[config.mk]
export PLATFORM = sky130hd
export DESIGN_NAME = pid_controller_step
export DESIGN_NICKNAME = d
export VERILOG_FILES = /design/src/hdl/pidc_pkg.sv /design/src/hdl/pidc_mul.sv /design/src/hdl/pid_controller_step.sv
export SDC_FILE = /design/constraint.sdc
export NUM_CORES = 2
export LEC_CHECK = 0
export ABC_AREA = 1
export BUFFER_PORTS_ARGS = -buffer_cell sky130_fd_sc_hd__buf_2
export CORE_UTILIZATION = 52
export CTS_CLUSTER_DIAMETER = 50
export CTS_CLUSTER_SIZE = 10
export DETAILED_ROUTE_END_ITERATION = 7
export PLACE_DENSITY_LB_ADDON = 0.3
export SYNTH_ARGS = -nofsm -noshare
export SYNTH_HDL_FRONTEND = slang
export SYNTH_SLANG_ARGS = --single-unit
[constraint.sdc]
create_clock -name i_clk -period 25 [get_ports i_clk]
set_clock_uncertainty 0.05 [all_clocks]
set_input_delay 1.25 -clock i_clk [delete_from_list [all_inputs] [get_ports i_clk]]
set_output_delay 1.25 -clock i_clk [all_outputs]
set_load 0.005 [all_outputs]
[src/hdl/pidc_pkg.sv]
package pidc_pkg;

    localparam int FRAC_BITS_DEF = 16;
    localparam int WORD_W        = 32;
    localparam int BOUND_W       = 31;
    localparam int MODE_W        = 2;
    localparam int CFG_IDX_W     = 3;
    // headroom for sums of a few words before saturation or clamping
    localparam int WIDE_W        = 36;

    typedef enum logic [CFG_IDX_W-1:0] {
        CFG_GAIN_P      = 3'd0,
        CFG_GAIN_I      = 3'd1,
        CFG_GAIN_D      = 3'd2,
        CFG_PERIOD      = 3'd3,
        CFG_INT_BOUND   = 3'd4,
        CFG_DRV_BOUND   = 3'd5,
        CFG_DEAD_ZONE   = 3'd6,
        CFG_MODE        = 3'd7
    } t_cfg_idx;

    typedef struct packed {
        logic signed [WORD_W-1:0] measurement;
        logic signed [WORD_W-1:0] setpoint;
        logic                     run_enable;
    } t_pidc_in;

    typedef struct packed {
        logic signed [WORD_W-1:0] drive;
        logic                     in_dead_zone;
    } t_pidc_out;

    // saturate a wide signed value to one signed word
    function automatic logic signed [WORD_W-1:0] sat_word(input logic signed [WIDE_W-1:0] v);
        logic signed [WIDE_W-1:0] hi;
        logic signed [WIDE_W-1:0] lo;
        hi = WIDE_W'({1'b0, {(WORD_W-1){1'b1}}});
        lo = -hi - WIDE_W'(1);
        if (v > hi) begin
            return {1'b0, {(WORD_W-1){1'b1}}};
        end else if (v < lo) begin
            return {1'b1, {(WORD_W-1){1'b0}}};
        end else begin
            return v[WORD_W-1:0];
        end
    endfunction

    // clamp a wide signed value to +-bound
    function automatic logic signed [WORD_W-1:0] clamp_mag(input logic signed [WIDE_W-1:0] v,
                                                          input logic [BOUND_W-1:0] b);
        logic signed [WIDE_W-1:0] wb;
        wb = WIDE_W'({1'b0, b});
        if (v > wb) begin
            return WORD_W'({1'b0, b});
        end else if (v < -wb) begin
            return -WORD_W'({1'b0, b});
        end else begin
            return v[WORD_W-1:0];
        end
    endfunction

endpackage

[src/hdl/pidc_mul.sv]
module pidc_mul import pidc_pkg::*; #(
    parameter int FRAC_BITS = FRAC_BITS_DEF
) (
    input  logic                      i_clk,
    input  logic signed [WORD_W:0]    i_a,
    input  logic signed [WORD_W:0]    i_b,
    output logic signed [WORD_W-1:0]  o_res
);

    localparam int PROD_W = 2 * (WORD_W + 1);

    logic signed [PROD_W-1:0] r_prod;
    logic signed [PROD_W-1:0] n_prod;
    logic signed [PROD_W-1:0] w_shift;
    logic                     w_fits;

    always_comb begin
        n_prod = i_a * i_b;
    end

    always_ff @(posedge i_clk) begin
        r_prod <= n_prod;
    end

    // arithmetic shift rounds toward minus infinity; saturate what does not fit
    always_comb begin
        w_shift = r_prod >>> FRAC_BITS;
        w_fits  = (&w_shift[PROD_W-1:WORD_W-1]) || (~|w_shift[PROD_W-1:WORD_W-1]);
        if (w_fits) begin
            o_res = w_shift[WORD_W-1:0];
        end else if (w_shift[PROD_W-1]) begin
            o_res = {1'b1, {(WORD_W-1){1'b0}}};
        end else begin
            o_res = {1'b0, {(WORD_W-1){1'b1}}};
        end
    end

endmodule

[src/hdl/pid_controller_step.sv]
// Fixed-point PID controller, one sample per input beat. Each beat carries a
// measurement, a setpoint and a run flag; each produces exactly one result beat
// with the clamped drive and a dead-zone flag. Values are signed Q(32-F).F with
// F = FRAC_BITS (Q16.16 by default); every product is floored and saturated.
// All four products (P, error times sample period, I, D) go through a single
// registered multiplier under a small sequencer, so one item occupies the block
// for a fixed walk of states: a running sample passes through ERR, CHK, PROP,
// INT, IMUL, IRES, DRES, CLAMP and DONE, and the next beat is taken once the
// sequencer is back in IDLE; a sample inside the dead zone goes from CHK to DONE
// and a disabled sample (run flag low, which clears the integral, previous error
// and previous drive) goes straight to DONE. The input is not ready while an
// item is in flight, and a result that cannot be loaded because the previous one
// has not been taken holds the sequencer in DONE.
// Results sit in an output register, so a new sample can be accepted while the
// previous result waits to be taken. Write registers through the config port
// only while the block is idle; that port is always ready. Mode bit 0 selects
// accumulating output (previous drive plus the PID sum), bit 1 enables integral
// separation, which clears the integral when 10*|error| >= 3*integral bound.
module pid_controller_step import pidc_pkg::*; #(
    parameter int FRAC_BITS = FRAC_BITS_DEF
) (
    input  logic                  i_clk,
    input  logic                  i_rst_n,
    input  logic                  i_in_valid,
    output logic                  o_in_ready,
    input  t_pidc_in              i_in,
    output logic                  o_out_valid,
    input  logic                  i_out_ready,
    output t_pidc_out             o_out,
    input  logic                  i_cfg_valid,
    output logic                  o_cfg_ready,
    input  logic [CFG_IDX_W-1:0]  i_cfg_index,
    input  logic [WORD_W-1:0]     i_cfg_data
);

    localparam int MODE_ACCUM = 0;
    localparam int MODE_SEP   = 1;

    // reset bounds: 1000.0 and 1.0 in the chosen format, saturated to the field
    localparam longint ONE_FX     = longint'(1) << FRAC_BITS;
    localparam longint BOUND_MAX  = (longint'(1) << BOUND_W) - 1;
    localparam longint IBOUND_FX  = 1000 * ONE_FX;
    localparam logic [BOUND_W-1:0] IBOUND_RST =
        (IBOUND_FX > BOUND_MAX) ? {BOUND_W{1'b1}} : BOUND_W'(IBOUND_FX);
    localparam logic [BOUND_W-1:0] DBOUND_RST = BOUND_W'(ONE_FX);
    localparam logic [MODE_W-1:0]  MODE_RST   = MODE_W'(2);

    typedef enum logic [3:0] {
        S_IDLE,
        S_ERR,
        S_CHK,
        S_PROP,
        S_INT,
        S_IMUL,
        S_IRES,
        S_DRES,
        S_CLAMP,
        S_DONE
    } t_state;

    // sequencer and output stage
    t_state                   r_state,     n_state;
    logic                     r_out_vld,   n_out_vld;
    t_pidc_out                r_out,       n_out;
    t_pidc_out                r_res,       n_res;

    // sample work registers
    t_pidc_in                 r_in,        n_in;
    logic signed [WORD_W-1:0] r_err,       n_err;
    logic signed [WORD_W-1:0] r_diff,      n_diff;
    logic                     r_sep_clr,   n_sep_clr;
    logic signed [WIDE_W-1:0] r_acc,       n_acc;

    // controller state carried between samples
    logic signed [WORD_W-1:0] r_last_err,  n_last_err;
    logic signed [WORD_W-1:0] r_integ,     n_integ;
    logic signed [WORD_W-1:0] r_last_drv,  n_last_drv;

    // configuration registers
    logic signed [WORD_W-1:0] r_gain_p,    n_gain_p;
    logic signed [WORD_W-1:0] r_gain_i,    n_gain_i;
    logic signed [WORD_W-1:0] r_gain_d,    n_gain_d;
    logic [BOUND_W-1:0]       r_period,    n_period;
    logic [BOUND_W-1:0]       r_ibound,    n_ibound;
    logic [BOUND_W-1:0]       r_dbound,    n_dbound;
    logic [BOUND_W-1:0]       r_dzone,     n_dzone;
    logic [MODE_W-1:0]        r_mode,      n_mode;

    // shared multiplier
    logic signed [WORD_W:0]   w_mul_a;
    logic signed [WORD_W:0]   w_mul_b;
    logic signed [WORD_W-1:0] w_mul_res;

    // error magnitude and comparisons
    logic [WORD_W-1:0]        w_mag;
    logic [WIDE_W-1:0]        w_mag10;
    logic [WIDE_W-1:0]        w_bound3;
    logic                     w_in_dz;
    logic signed [WIDE_W-1:0] w_isum;

    pidc_mul #(
        .FRAC_BITS (FRAC_BITS)
    ) u_mul (
        .i_clk (i_clk),
        .i_a   (w_mul_a),
        .i_b   (w_mul_b),
        .o_res (w_mul_res)
    );

    assign o_in_ready  = (r_state == S_IDLE);
    assign o_cfg_ready = 1'b1;
    assign o_out_valid = r_out_vld;
    assign o_out       = r_out;

    // feed the multiplier from whichever product this state issues
    always_comb begin
        case (r_state)
            S_CHK: begin
                w_mul_a = (WORD_W+1)'(r_gain_p);
                w_mul_b = (WORD_W+1)'(r_err);
            end
            S_PROP: begin
                w_mul_a = (WORD_W+1)'(r_err);
                w_mul_b = (WORD_W+1)'({2'b00, r_period});
            end
            S_IMUL: begin
                w_mul_a = (WORD_W+1)'(r_gain_i);
                w_mul_b = (WORD_W+1)'(r_integ);
            end
            S_IRES: begin
                w_mul_a = (WORD_W+1)'(r_gain_d);
                w_mul_b = (WORD_W+1)'(r_diff);
            end
            default: begin
                w_mul_a = '0;
                w_mul_b = '0;
            end
        endcase
    end

    // |error| with the most negative word mapping to 2^31 unsigned;
    // 0.3 of the integral bound is tested exactly as 10*|e| < 3*bound
    always_comb begin
        w_mag    = r_err[WORD_W-1] ? (~r_err + WORD_W'(1)) : r_err;
        w_in_dz  = (w_mag <= {1'b0, r_dzone});
        w_mag10  = {1'b0, w_mag, 3'b000} + {3'b000, w_mag, 1'b0};
        w_bound3 = {4'b0000, r_ibound, 1'b0} + {5'b00000, r_ibound};
        w_isum   = WIDE_W'(r_integ) + WIDE_W'(w_mul_res);
    end

    always_comb begin
        n_state    = r_state;
        n_out_vld  = r_out_vld && !i_out_ready;
        n_out      = r_out;
        n_res      = r_res;
        n_in       = r_in;
        n_err      = r_err;
        n_diff     = r_diff;
        n_sep_clr  = r_sep_clr;
        n_acc      = r_acc;
        n_last_err = r_last_err;
        n_integ    = r_integ;
        n_last_drv = r_last_drv;
        n_gain_p   = r_gain_p;
        n_gain_i   = r_gain_i;
        n_gain_d   = r_gain_d;
        n_period   = r_period;
        n_ibound   = r_ibound;
        n_dbound   = r_dbound;
        n_dzone    = r_dzone;
        n_mode     = r_mode;

        if (i_cfg_valid) begin
            case (t_cfg_idx'(i_cfg_index))
                CFG_GAIN_P:    n_gain_p = i_cfg_data;
                CFG_GAIN_I:    n_gain_i = i_cfg_data;
                CFG_GAIN_D:    n_gain_d = i_cfg_data;
                CFG_PERIOD:    n_period = i_cfg_data[BOUND_W-1:0];
                CFG_INT_BOUND: n_ibound = i_cfg_data[BOUND_W-1:0];
                CFG_DRV_BOUND: n_dbound = i_cfg_data[BOUND_W-1:0];
                CFG_DEAD_ZONE: n_dzone  = i_cfg_data[BOUND_W-1:0];
                CFG_MODE:      n_mode   = i_cfg_data[MODE_W-1:0];
                default:       n_mode   = r_mode;
            endcase
        end

        case (r_state)
            S_IDLE: begin
                if (i_in_valid) begin
                    n_in = i_in;
                    if (i_in.run_enable) begin
                        n_state = S_ERR;
                    end else begin
                        // disabled sample: drop all controller state
                        n_last_err = '0;
                        n_integ    = '0;
                        n_last_drv = '0;
                        n_res      = '{drive: '0, in_dead_zone: 1'b0};
                        n_state    = S_DONE;
                    end
                end
            end
            S_ERR: begin
                n_err   = sat_word(WIDE_W'(r_in.setpoint) - WIDE_W'(r_in.measurement));
                n_state = S_CHK;
            end
            S_CHK: begin
                // P product issued here
                n_diff    = sat_word(WIDE_W'(r_err) - WIDE_W'(r_last_err));
                n_sep_clr = r_mode[MODE_SEP] && !(w_mag10 < w_bound3);
                if (w_in_dz) begin
                    n_last_drv = '0;
                    n_res      = '{drive: '0, in_dead_zone: 1'b1};
                    n_state    = S_DONE;
                end else begin
                    n_state = S_PROP;
                end
            end
            S_PROP: begin
                n_acc   = WIDE_W'(w_mul_res);
                n_state = S_INT;
            end
            S_INT: begin
                n_integ = r_sep_clr ? '0 : clamp_mag(w_isum, r_ibound);
                n_state = S_IMUL;
            end
            S_IMUL: begin
                n_state = S_IRES;
            end
            S_IRES: begin
                n_acc      = r_acc + WIDE_W'(w_mul_res);
                n_last_err = r_err;
                n_state    = S_DRES;
            end
            S_DRES: begin
                n_acc = r_acc + WIDE_W'(w_mul_res)
                      + (r_mode[MODE_ACCUM] ? WIDE_W'(r_last_drv) : WIDE_W'(0));
                n_state = S_CLAMP;
            end
            S_CLAMP: begin
                n_last_drv = clamp_mag(r_acc, r_dbound);
                n_res      = '{drive: clamp_mag(r_acc, r_dbound), in_dead_zone: 1'b0};
                n_state    = S_DONE;
            end
            S_DONE: begin
                // hold the result until the output register is free
                if (!r_out_vld || i_out_ready) begin
                    n_out     = r_res;
                    n_out_vld = 1'b1;
                    n_state   = S_IDLE;
                end
            end
            default: begin
                n_state = S_IDLE;
            end
        endcase
    end

    always_ff @(posedge i_clk) begin
        if (!i_rst_n) begin
            r_state    <= S_IDLE;
            r_out_vld  <= 1'b0;
            r_last_err <= '0;
            r_integ    <= '0;
            r_last_drv <= '0;
            r_gain_p   <= '0;
            r_gain_i   <= '0;
            r_gain_d   <= '0;
            r_period   <= '0;
            r_ibound   <= IBOUND_RST;
            r_dbound   <= DBOUND_RST;
            r_dzone    <= '0;
            r_mode     <= MODE_RST;
        end else begin
            r_state    <= n_state;
            r_out_vld  <= n_out_vld;
            r_last_err <= n_last_err;
            r_integ    <= n_integ;
            r_last_drv <= n_last_drv;
            r_gain_p   <= n_gain_p;
            r_gain_i   <= n_gain_i;
            r_gain_d   <= n_gain_d;
            r_period   <= n_period;
            r_ibound   <= n_ibound;
            r_dbound   <= n_dbound;
            r_dzone    <= n_dzone;
            r_mode     <= n_mode;
            r_out      <= n_out;
            r_res      <= n_res;
            r_in       <= n_in;
            r_err      <= n_err;
            r_diff     <= n_diff;
            r_sep_clr  <= n_sep_clr;
            r_acc      <= n_acc;
        end
    end

endmodule

==> impl_metrics.ini <==
[global_route]
first_global_vias = 74640
initial_antenna_violation_count = 30
grt_overflow_total = 0
grt_pass1_wl_mm = 468.4
grt_max_degree = 107
gr-usage-all-layers = 0.4021

[sta]
setup_viol = 0
max_slew_margin = 0.1431
hold_violations = 0
tightest_slew_ns = 1.282
achievable_clock_frequency_mhz = 90.31
period_minus_slack_ns = 11.07
slew_viol_final = 0
final_min_period_over_clock_period = 0.4429
grt_setup_unrepaired = false
tns_ns = 0

[clock_network]
cts_inserted_buffers = 94
cts_tree = done
clock-sinks = 604
cts-resized-gates = 0
clock_latency_ns = 0.74
ctsLongestPathBuffers = 3
cts.repair_timing.setup_buffer_count = 0
cts.clk_slew.worst_paths_ns = 0.05
hold_buffers = 0
ctsRootBufferMaster = clkbuf_16
cts_max_level = 3

[critical_path]
criticalPathCategory = reg -> reg
timing.reg2reg.setup_slack_ns = 13.93
cp_slowest_stage_delay_ns = 0.92
reg2regPathDepth = 33
cpMostUsedCell = fa_1
timing.critical_path.fanout_max = 52
start_kind = flip-flop
critPathSlowestCell = inv_2
critPathCaptureType = flip-flop
crit_arrival_ns = 11.66
r2r-end = u_mul.r_prod[64]$_DFF_P_
r2r_start = r_state[1]$_SDFFE_PN0P_
worstPathRequired_ns = 25.58

[pwr]
swShare = 0.5950
clkPwrFrac = 0.123
combinationalPowerShare = 0.752
share_seq_of_total_power = 0.125
p_leak_nw = 43.30
intPower_mw = 4.340
vdd_drop_max_uv = 173.7
net-switching-power_mw = 6.375
power_density_nw_per_um2 = 122.2

[route]
number_of_vias_after_detailed_routing = 74010
number_of_design_rule_violations_left_after_detail_routing = 0
detailedRoute.firstIterationViolations = 7684
viasPerCell = 5.796
antenna_left = 0
routed_wirelength_mm = 315.7
drt-pass1-iter-count = 6
avgRoutedWirePerCell_um = 24.72

[die]
core_um2 = 156000
floorplan.rows = 145
floorplan.initialDensity = 0.5231
die_h_um = 398.2
chipWidth_um = 398.2
io_pins = 141
dieArea_um2 = 158500

[final_layout]
area_growth_syn_to_layout_pct = 7.441
fill_cells = 14740
finish.cell_count_without_fillers = 12770
seq_area_um2 = 14400
postLayoutCoreUtil = 0.5620
nNetsFinal = 12500
multi_input_comb_area_um2 = 58360
final_layout_size_suffix_gt1_frac = 0.04755

[worst_hold_path]
min_delay_path_depth = 0
hold_path_end = o_out[26]$_DFFE_PP_
min_path_type = reg -> reg
hold_path.startpoint = r_res[26]$_DFFE_PP_

[run]
cap_viol_max_count = 0

[placed_design]
finalWeightedCongestion = 1.007
hpwlAfterDp_mm = 249.0
portBuffers = 139
placedCellCount = 12560

[logic_synthesis]
synth.net_count = 12490
synthDistinctLibCells = 66
synth.cell_area_um2 = 81620
synth.ff_latch_count = 604
synth-edff-count = 231
netlist_instances = 10590
async_reset_ff_frac = 0
ys.warnings.count = 0
synth_area_per_cell_um2 = 7.704
ys.flop_type = dfxtp_1
synth-seq-area-share = 0.1765

[outcome]
status = finished clean
==> power groups by stage <==
stage | Clock [mW] | Combinational, mW | Sequential [mW]
CTS | 1.33 | 7.78 | 1.33
floorplan | 0 | 5.41 | 1.29
finish | 1.31 | 8.06 | 1.34
detailed placement | 0 | 7.73 | 1.35
global placement | 0 | 7.67 | 1.35
global route | 1.37 | 8.82 | 1.34
==> flip-flops by register name, indices dropped and copies added (netlist names), 33 cells and up <==
signal,count
o_out,33
r_in,64
u_mul.r_prod,50
r_res,33
r_acc,36
==> cell families after synthesis <==
logic type	synth area share
AND/OR/NAND/NOR	0.1955
AO/OA/AOI/OAI	0.1074
flip-flops	0.1765
XOR/XNOR	0.03101
buffers and inverters	0.1107
other	0.00004595
adder cells (fa/ha/maj)	0.3789
==> how the worst max path moves through the flow <==
stage | from | endpoint
final | r_state[1]$_SDFFE_PN0P_ | u_mul.r_prod[64]$_DFF_P_
after global routing | r_state[1]$_SDFFE_PN0P_ | u_mul.r_prod[64]$_DFF_P_
after CTS | r_state[1]$_SDFFE_PN0P_ | u_mul.r_prod[64]$_DFF_P_
after detailed placement | r_state[1]$_SDFFE_PN0P_ | u_mul.r_prod[64]$_DFF_P_
after global placement | r_state[1]$_SDFFE_PN0P_ | u_mul.r_prod[64]$_DFF_P_
after floorplan | r_state[0]$_SDFFE_PN0P_ | u_mul.r_prod[65]$_DFF_P_
==> cell usage after synthesis (216+ instances only) <==
cell type  count  area share
nor2_1      1271       0.058
fa_1        1129        0.28
nand3_1      307       0.019
xor2_1       216       0.023
nand2_1     2074       0.095
dfxtp_1      373       0.091
edfxtp_1     231       0.085
a21oi_1      734       0.045
o21ai_0      532       0.033
inv_1       1996       0.092
ha_1         665        0.10
clkbuf_1     260       0.012
==> layout make-up <==
class / count / share of cell area
multi-input combinational: 7619 / 0.6655
timing repair buffer: 256 / 0.01802
tap: 2058 / 0.02936
inverter: 2027 / 0.08676
antenna: 29 / 0.0008276
sequential: 604 / 0.1643
clock buffer: 131 / 0.02922
clock inverter: 46 / 0.006021
==> metrics by stage <==
step / hold WS (ns) / setup WS [ns] / instance area, µm² / total power [mW]
2_1_floorplan: 0.3503 / 16.65 / 81620 / 6.704
3_3_place_gp: 0.3548 / 14.27 / 84530 / 9.028
3_5_place_dp: 0.3545 / 14.11 / 84530 / 9.083
4_1_cts: 0.3683 / 14.10 / 87620 / 10.44
5_1_grt: 0.3766 / 13.50 / 87660 / 11.53
6_report: 0.3675 / 13.93 / 87690 / 10.71
==> routing by layer <==
layer / up-vias / track usage / wire [µm]
met2: 4046 / 0.6062 / 135100
li1: 33120 / - / -
met1: 35790 / 0.4993 / 119900
met5: - / 0 / 46
met4: 6 / 0.2779 / 25440
met3: 1047 / 0.1117 / 35260
==> cells in the final DEF, fill, tap and decap left out, types with 95 or more instances in the layout <==
master     instances
a21oi_1          732
nand2_1         2071
buf_4            117
fa_1            1129
inv_1           1996
edfxtp_1         231
xor2_1           216
clkbuf_16         95
dfxtp_1          373
o21ai_0          532
nand3_1          307
nor2_1          1250
buf_2            138
ha_1             665
==> worst max-delay path: cells and delay by family (launching register included) <==
| kind | cells | cell delay, ns |
|---|---|---|
| adder cells (fa/ha/maj) | 9 | 4.53 |
| buffers and inverters | 8 | 3.01 |
| AND/OR/NAND/NOR | 15 | 2.70 |
| flip-flops | 1 | 0.41 |
| AO/OA/AOI/OAI | 1 | 0.22 |
Note: power is estimated with default switching activity, not from simulation.
